## config.mk

```make
export PLATFORM = sky130hd
export DESIGN_NAME = wire_following_steering
export DESIGN_NICKNAME = d
export VERILOG_FILES = /design/src/rtl/core/wfs_pkg.sv /design/src/rtl/core/wfs_steer.sv /design/src/rtl/core/wire_following_steering.sv
export SDC_FILE = /design/constraint.sdc
export NUM_CORES = 1
export LEC_CHECK = 0
export BUFFER_PORTS_ARGS = -buffer_cell sky130_fd_sc_hd__buf_2
export CAP_MARGIN = 30
export CORE_UTILIZATION = 40
export CTS_CLUSTER_DIAMETER = 100
export DETAILED_ROUTE_END_ITERATION = 16
export GPL_ROUTABILITY_DRIVEN = 1
export HOLD_SLACK_MARGIN = 0.08
export PLACE_DENSITY = 0.6
export SYNTH_ARGS = -nofsm -noshare
export SYNTH_HDL_FRONTEND = slang
export SYNTH_SLANG_ARGS = --single-unit
```

## constraint.sdc

```tcl
create_clock -name clk -period 22.2 [get_ports clk]
set_input_delay 0 -clock clk [delete_from_list [all_inputs] [get_ports clk]]
set_output_delay 0 -clock clk [all_outputs]
set_load 0.02 [all_outputs]
```

## src/rtl/core/wfs_pkg.sv

```systemverilog
// ----------------------------------------------------------------------------
// wfs_pkg: shared types and constants for the wire-following steering block
// Widths, fixed-point constants, register indexes and drive mode codes.
// ----------------------------------------------------------------------------
package wfs_pkg;

  // Sensor magnitude width (8 to 16) and the pivot boost added to the inner wheel.
  localparam int MAG_WIDTH    = 13;
  localparam int PIVOT_OFFSET = 220;

  localparam int GAIN_W   = 12;
  localparam int TARGET_W = 13;
  localparam int ERR_W    = 14;
  localparam int ABS_W    = ERR_W - 1;
  localparam int PROD_W   = ABS_W + GAIN_W;
  localparam int PWM_W    = 8;
  localparam int COUNT_W  = 8;
  localparam int CFG_IDX_W = 3;
  localparam int CFG_DATA_W = 13;

  // Error is formed wide enough for either operand and then clamped.
  localparam int ERR_CALC_W = ((MAG_WIDTH > TARGET_W) ? MAG_WIDTH : TARGET_W) + 1;
  localparam int ERR_LIMIT  = 8191;

  localparam logic [PWM_W-1:0]  PWM_FULL   = 8'd255;
  // Full scale inner duty in Q.8: 255 * 256.
  localparam logic [PROD_W-1:0] FULL_SCALE = PROD_W'(255 * 256);

  localparam logic [GAIN_W-1:0]  GAIN_RESET       = 12'd307;
  localparam logic [COUNT_W-1:0] MAX_TURNS_RESET  = 8'd50;

  typedef enum logic [CFG_IDX_W-1:0] {
    REG_GAIN      = 3'd0,
    REG_TARGET    = 3'd1,
    REG_CLOCKWISE = 3'd2,
    REG_MAX_LEFT  = 3'd3,
    REG_MAX_RIGHT = 3'd4
  } cfg_reg_t;

  typedef enum logic [1:0] {
    DRIVE_FORWARD = 2'd0,
    PIVOT_LEFT    = 2'd1,
    PIVOT_RIGHT   = 2'd2
  } drive_mode_t;

  typedef struct packed {
    logic [PWM_W-1:0]        left_pwm;
    logic [PWM_W-1:0]        pwm_right;
    drive_mode_t             drive_mode;
    logic                    left_inner;
    logic signed [ERR_W-1:0] tracking_error;
  } steer_t;

endpackage

```

## src/rtl/core/wfs_steer.sv

```systemverilog
// ----------------------------------------------------------------------------
// wfs_steer: proportional wheel duty calculation
// Forms the clamped tracking error, picks the inner wheel and works out its
// duty, including the pivot case when the correction exceeds full scale.
// ----------------------------------------------------------------------------
module wfs_steer
  import wfs_pkg::*;
(
  input  logic signed [MAG_WIDTH-1:0] magnitude,
  input  logic signed [TARGET_W-1:0]  target_magnitude,
  input  logic [GAIN_W-1:0]           gain_q8,
  input  logic                        clockwise_mode,
  output steer_t                      steer
);

  localparam logic signed [ERR_CALC_W-1:0] ERR_MAX = ERR_CALC_W'(ERR_LIMIT);
  localparam logic signed [ERR_CALC_W-1:0] ERR_MIN = ERR_CALC_W'(-ERR_LIMIT);

  logic signed [ERR_CALC_W-1:0] err_wide;
  logic signed [ERR_W-1:0]      err;
  logic [ABS_W-1:0]             abs_err;
  logic [PROD_W-1:0]            prod;
  logic [PROD_W-1:0]            fwd;
  logic [PROD_W-1:0]            over;
  logic [PROD_W-9:0]            over_q;
  logic [PROD_W-9:0]            boosted;
  logic [PWM_W-1:0]             inner;
  logic                         pivot;
  logic                         left_inner;

  always_comb begin
    err_wide = ERR_CALC_W'(target_magnitude) - ERR_CALC_W'(magnitude);
    if (err_wide > ERR_MAX) begin
      err = ERR_W'(ERR_LIMIT);
    end else if (err_wide < ERR_MIN) begin
      err = ERR_W'(-ERR_LIMIT);
    end else begin
      err = err_wide[ERR_W-1:0];
    end
    abs_err = err[ERR_W-1] ? ABS_W'(-err) : err[ABS_W-1:0];

    prod    = PROD_W'(abs_err) * PROD_W'(gain_q8);
    fwd     = FULL_SCALE - prod;
    over    = prod - FULL_SCALE;
    over_q  = over[PROD_W-1:8];
    boosted = over_q + (PROD_W-8)'(PIVOT_OFFSET);

    // A negative raw duty whose magnitude truncates to zero still counts as forward.
    pivot = 1'b0;
    if (prod <= FULL_SCALE) begin
      inner = fwd[15:8];
    end else if (over_q == '0) begin
      inner = '0;
    end else begin
      pivot = 1'b1;
      inner = (boosted > (PROD_W-8)'(PWM_FULL)) ? PWM_FULL : boosted[PWM_W-1:0];
    end

    left_inner = (err > 0) ? clockwise_mode : !clockwise_mode;

    steer.tracking_error = err;
    steer.left_inner     = left_inner;
    if (left_inner) begin
      steer.left_pwm   = inner;
      steer.pwm_right  = PWM_FULL;
      steer.drive_mode = pivot ? PIVOT_LEFT : DRIVE_FORWARD;
    end else begin
      steer.left_pwm   = PWM_FULL;
      steer.pwm_right  = inner;
      steer.drive_mode = pivot ? PIVOT_RIGHT : DRIVE_FORWARD;
    end
  end

endmodule

```

## src/rtl/core/wire_following_steering.sv

```systemverilog
// ----------------------------------------------------------------------------
// wire_following_steering: proportional steering for perimeter wire following
// Turns one sensor magnitude per beat into wheel duties, a drive mode and a
// lost-wire flag.
// ----------------------------------------------------------------------------
// Usage:
//   Input beats (magnitude, restart) are taken when in_valid is high and
//   in_stall is low. Each input beat gives exactly one output beat
//   (left_pwm, pwm_right, drive_mode, lost_wire, tracking_error), taken when
//   out_valid is high and out_stall is low.
//   An accepted beat lands in an input register; the steering logic and the
//   turn counters update as it moves into the output register, and out_valid
//   rises as the beat is registered there. One beat per cycle is sustained
//   while out_stall is low; the single multiply between the two registers
//   sets the clock limit.
//   When out_stall is held, the output beat holds, one more beat waits in the
//   input register, and in_stall then rises until the output drains.
//   Registers are written through cfg_valid/cfg_ready/cfg_index/cfg_data;
//   cfg_ready is always high and writes to unknown indexes are ignored.
//   Reset (rst, synchronous) empties the pipeline, clears both turn counters
//   and loads the register defaults (gain 307, target 0, clockwise, limits 50).
// ----------------------------------------------------------------------------
module wire_following_steering
  import wfs_pkg::*;
(
  input  logic                        clk,
  input  logic                        rst,
  input  logic                        in_valid,
  output logic                        in_stall,
  input  logic signed [MAG_WIDTH-1:0] magnitude,
  input  logic                        restart,
  output logic                        out_valid,
  input  logic                        out_stall,
  output logic [PWM_W-1:0]            left_pwm,
  output logic [PWM_W-1:0]            pwm_right,
  output logic [1:0]                  drive_mode,
  output logic                        lost_wire,
  output logic signed [ERR_W-1:0]     tracking_error,
  input  logic                        cfg_valid,
  output logic                        cfg_ready,
  input  logic [CFG_IDX_W-1:0]        cfg_index,
  input  logic [CFG_DATA_W-1:0]       cfg_data
);

  logic [GAIN_W-1:0]          gain_q8;
  logic signed [TARGET_W-1:0] target_magnitude;
  logic                       clockwise_mode;
  logic [COUNT_W-1:0]         max_left_turns;
  logic [COUNT_W-1:0]         max_right_turns;

  logic                        s1_valid;
  logic signed [MAG_WIDTH-1:0] s1_magnitude;
  logic                        s1_restart;
  logic                        s1_move;
  logic                        in_accept;

  logic [COUNT_W-1:0] left_count;
  logic [COUNT_W-1:0] right_count;
  logic [COUNT_W-1:0] left_count_next;
  logic [COUNT_W-1:0] right_count_next;
  logic               lost_next;

  steer_t steer;

  assign cfg_ready = 1'b1;

  always_ff @(posedge clk) begin
    if (rst) begin
      gain_q8          <= GAIN_RESET;
      target_magnitude <= '0;
      clockwise_mode   <= 1'b1;
      max_left_turns   <= MAX_TURNS_RESET;
      max_right_turns  <= MAX_TURNS_RESET;
    end else if (cfg_valid && cfg_ready) begin
      unique case (cfg_index)
        REG_GAIN:      gain_q8          <= cfg_data[GAIN_W-1:0];
        REG_TARGET:    target_magnitude <= cfg_data[TARGET_W-1:0];
        REG_CLOCKWISE: clockwise_mode   <= cfg_data[0];
        REG_MAX_LEFT:  max_left_turns   <= cfg_data[COUNT_W-1:0];
        REG_MAX_RIGHT: max_right_turns  <= cfg_data[COUNT_W-1:0];
        default: ;
      endcase
    end
  end

  // The input register moves on whenever the output register is empty or draining.
  assign s1_move   = s1_valid && (!out_valid || !out_stall);
  assign in_stall  = s1_valid && out_valid && out_stall;
  assign in_accept = in_valid && !in_stall;

  always_ff @(posedge clk) begin
    if (rst) begin
      s1_valid <= 1'b0;
    end else if (in_accept) begin
      s1_valid <= 1'b1;
    end else if (s1_move) begin
      s1_valid <= 1'b0;
    end
  end

  always_ff @(posedge clk) begin
    if (in_accept) begin
      s1_magnitude <= magnitude;
      s1_restart   <= restart;
    end
  end

  wfs_steer u_steer (
    .magnitude        (s1_magnitude),
    .target_magnitude (target_magnitude),
    .gain_q8          (gain_q8),
    .clockwise_mode   (clockwise_mode),
    .steer            (steer)
  );

  always_comb begin
    left_count_next  = s1_restart ? '0 : left_count;
    right_count_next = s1_restart ? '0 : right_count;
    if (steer.left_inner) begin
      right_count_next = '0;
      if (left_count_next != '1) begin
        left_count_next = left_count_next + 1'b1;
      end
    end else begin
      left_count_next = '0;
      if (right_count_next != '1) begin
        right_count_next = right_count_next + 1'b1;
      end
    end
    lost_next = (left_count_next > max_left_turns) || (right_count_next > max_right_turns);
    if (lost_next) begin
      left_count_next  = '0;
      right_count_next = '0;
    end
  end

  always_ff @(posedge clk) begin
    if (rst) begin
      left_count  <= '0;
      right_count <= '0;
    end else if (s1_move) begin
      left_count  <= left_count_next;
      right_count <= right_count_next;
    end
  end

  always_ff @(posedge clk) begin
    if (rst) begin
      out_valid <= 1'b0;
    end else if (s1_move) begin
      out_valid <= 1'b1;
    end else if (!out_stall) begin
      out_valid <= 1'b0;
    end
  end

  always_ff @(posedge clk) begin
    if (s1_move) begin
      left_pwm       <= steer.left_pwm;
      pwm_right      <= steer.pwm_right;
      drive_mode     <= steer.drive_mode;
      lost_wire      <= lost_next;
      tracking_error <= steer.tracking_error;
    end
  end

  // Only one side can ever be counting consecutive turns.
  a_one_side_counts: assert property (@(posedge clk) disable iff (rst)
    !((left_count != '0) && (right_count != '0)))
    else $error("both turn counters non-zero");

  a_lost_clears: assert property (@(posedge clk) disable iff (rst)
    (s1_move && lost_next) |=> ((left_count == '0) && (right_count == '0)))
    else $error("turn counters not cleared after lost wire");

  a_pivot_left_outer: assert property (@(posedge clk) disable iff (rst)
    (out_valid && (drive_mode == PIVOT_LEFT)) |->
      ((pwm_right == PWM_FULL) && (left_pwm >= PWM_W'(PIVOT_OFFSET))))
    else $error("left pivot with wrong wheel duties");

  a_pivot_right_outer: assert property (@(posedge clk) disable iff (rst)
    (out_valid && (drive_mode == PIVOT_RIGHT)) |->
      ((left_pwm == PWM_FULL) && (pwm_right >= PWM_W'(PIVOT_OFFSET))))
    else $error("right pivot with wrong wheel duties");

  a_stall_blocks_input: assert property (@(posedge clk) disable iff (rst)
    (s1_valid && out_valid && out_stall) |=> (s1_valid && out_valid))
    else $error("beat dropped while the output was stalled");

endmodule
```

==> impl_metrics.env <==
export IMPL_status="finished clean"
export IMPL_layout_drive_gt1_share_pct=9.07
export IMPL_avgRoutedWirePerCell_um=16.2
export IMPL_clockRootBuffer="clkbuf_16"
export IMPL_drtAntennaViolNets=0
export IMPL_rr_endpoint="pwm_right[2]"
export IMPL_synth_xor_area_share_pct=4.03
export IMPL_fin_util_pct=45.4
export IMPL_cp_slowest_cell="a31oi_1"
export IMPL_ctsResizeCount=0
export IMPL_synth_simple_gate_area_share_pct=23.4
export IMPL_final_fill_count=2936
export IMPL_drt_iter0_drc=642
export IMPL_via_count=10263
export IMPL_die_x_um=177
export IMPL_diodes=0
export IMPL_grt_max_degree=47
export IMPL_area_growth_syn_to_layout_pct=10.6
export IMPL_slowest_delay_ps=710
export IMPL_coreArea_sq_mm=0.0299
export IMPL_post_route_period_util_pct=57.2
export IMPL_crit_type="reg2reg"
export IMPL_crit_top_cell="inv_1"
export IMPL_fin_nets=1752
export IMPL_holdCritPathClass="in2reg"
export IMPL_viasPerCell=5.40
export IMPL_firstDrtPassIters=5
export IMPL_place_ws_ps=9600
export IMPL_place_hpwl_um=24200
export IMPL_rows=63
export IMPL_crit_end="pwm_right[2]"
export IMPL_required_ps=22430
export IMPL_gp_congestion=0.898
export IMPL_synthArstFlopShare_pct=0
export IMPL_syn_cell_area_sq_mm=0.0123
export IMPL_finalSetupViolCount=0
export IMPL_clk_path_buf_depth=2
export IMPL_crit_fanout=19
export IMPL_synthAdderAreaFrac_pct=28.4
export IMPL_start_kind="flip-flop"
export IMPL_setup_ws_ps=9490
export IMPL_synthDistinctLibCells=89
export IMPL_ys_flop_type="dfxtp_1"
export IMPL_path_clk_slew_ps=80
export IMPL_r2r_start="target_magnitude[0]"
export IMPL_cts_tree="yes"
export IMPL_synth_warnings=0
export IMPL_routed_wl_um=30800
export IMPL_antenna_found_initial=0
export IMPL_max_slew_margin_rel_pct=36.5
export IMPL_grt_pass1_vias=10446
export IMPL_cts_setup_buffers=0
export IMPL_numCtsBuffers=9
export IMPL_avgSynthCellArea_sq_um=8.50
export IMPL_grt_pass1_wl_um=52100
export IMPL_drc_errors=0
export IMPL_finalMaxSlewViolations=0
export IMPL_rsz0062_at_grt="no"
export IMPL_synthMuxAreaShare_pct=0.959
export IMPL_start_util_pct=41.1
export IMPL_io_buffer_count=69
export IMPL_hold_start="cfg_index[2]"
export IMPL_syn_inst=1443
export IMPL_synth_edf_count=47
export IMPL_die_y_um=177
export IMPL_syn_nets=1690
export IMPL_end_kind="flip-flop"
export IMPL_fin_tns_setup_ps=0
export IMPL_ys_seq_area_share_pct=21.3
export IMPL_dieArea_sq_mm=0.0314
export IMPL_grt_usage_pct=20.9
export IMPL_synth_compound_area_share_pct=14.5
export IMPL_layout_min_cycle_time_ps=12710
export IMPL_worst_pin_slew_ps=945
export IMPL_crit_start="target_magnitude[0]"
export IMPL_r2r_slack_ps=9490
export IMPL_fmax_mhz=78.7
export IMPL_cts_sinks=107
export IMPL_ios=71
export IMPL_ys_ff_latch=107
export IMPL_h_tree_depth=3
export IMPL_synth_top_family_by_area="adder cells"
export IMPL_final_hold_viol_count=0
export IMPL_holdWs_ps=167
export IMPL_r2r_cells=45
export IMPL_critPathArrivalTime_ps=12940
export IMPL_maxCapViolCount=0
export IMPL_finClkSkew_ps=12.5
export IMPL_grt_overflow_total=0
export IMPL_clock_latency_ps=370
cell type report:
cell class	instances	area, sq um	area share (%)
repair buffers	114	764	5.63
inverters	172	646	4.76
clock buffers	10	229	1.69
flip-flops and latches	107	2610	19.3
multi-input cells	1101	8770	64.7
well taps	390	488	3.60
clock inverters	6	55.1	0.406
cell usage after synthesis (15+ instances only):
master	count	area (sq um)
ha_1	101	1260
a21oi_1	66	330
edfxtp_1	47	1410
and3_1	28	175
xor2_1	18	158
o21ai_0	29	145
xnor2_1	34	298
nor2_1	67	251
fa_1	111	2220
and2_1	80	500
a21o_1	22	165
nand3_1	32	160
dfxtp_1	60	1200
nor3_1	22	110
nand2b_1	16	100
nor2b_1	22	138
inv_1	172	646
nand2_1	235	882
clkbuf_1	50	188
a22o_1	15	131
per-layer routing:
metal,wire length [um],track usage [%],share of wire (%),vias up
met5,0,0,0,-
li1,-,-,-,4986
met2,14900,35.0,48,217
met4,546,5.64,1.8,0
met1,14300,28.5,46,5022
met3,1070,2.06,3.5,38
cells in the final DEF (no fill, tap or decap), types with 15 or more instances in the layout:
master         instances
a21oi_1               66
inv_1                172
nor2_1                67
nand2b_1              16
nor2b_1               22
fa_1                 111
edfxtp_1              47
dlygate4sd3_1         31
nand3_1               32
nand2_1              235
a22o_1                15
o21ai_0               28
xnor2_1               33
and3_1                28
a21o_1                22
and2_1                80
xor2_1                18
buf_2                 69
ha_1                 101
dfxtp_1               60
nor3_1                22
state kept, by name, summed over array words and instances (netlist names), 2 cells and up:
name              flops
pwm_right             8
drive_mode            2
gain_q8              12
left_pwm              8
left_count            8
max_right_turns       8
s1_magnitude         13
target_magnitude     13
tracking_error       14
right_count           8
max_left_turns        8
how the worst min path moves through the flow:
stage | cells past startpoint | endpoint
floorplan | 0 | s1_magnitude[0]
finish | 6 | clockwise_mode
CTS | 6 | clockwise_mode
detailed placement | 1 | s1_magnitude[10]
global placement | 1 | s1_magnitude[10]
global route | 6 | clockwise_mode
through the flow:
| step | cells | area (sq um) |
|---|---|---|
| CTS | 1900 | 13600 |
| global route | 1900 | 13600 |
| floorplan | 1443 | 12300 |
| detailed placement | 1853 | 13000 |
| global placement | 1851 | 13000 |
| finish | 1900 | 13600 |
cell families after synthesis:
| family | Yosys count |
|---|---|
| DFF | 107 |
| and+or+nand+nor | 576 |
| muxes | 11 |
| xor gates and xnor gates | 54 |
| adders and majority gates | 212 |
| other | 1 |
| buffers and inverters | 235 |
| AOI/OAI and AO/OA | 247 |
critical path: cells and delay by family (launching register included):
| family | cells | cell delay (ps) |
|---|---|---|
| compound gates | 15 | 4410 |
| flops | 1 | 310 |
| fa+ha+maj | 10 | 3800 |
| xor+xnor | 1 | 470 |
| simple gates | 12 | 2730 |
| buf+inv | 7 | 830 |
what timing repair did:
| item | in CTS | in global routing |
|---|---|---|
| hold buffers | 31 | 0 |
| endpoints found under the setup margin | 0 | 0 |
| hold endpoints to repair | 59 | 0 |
Power is not shown: default switching activity piles up to over one toggle a cycle in this logic, so the estimate is an artifact.
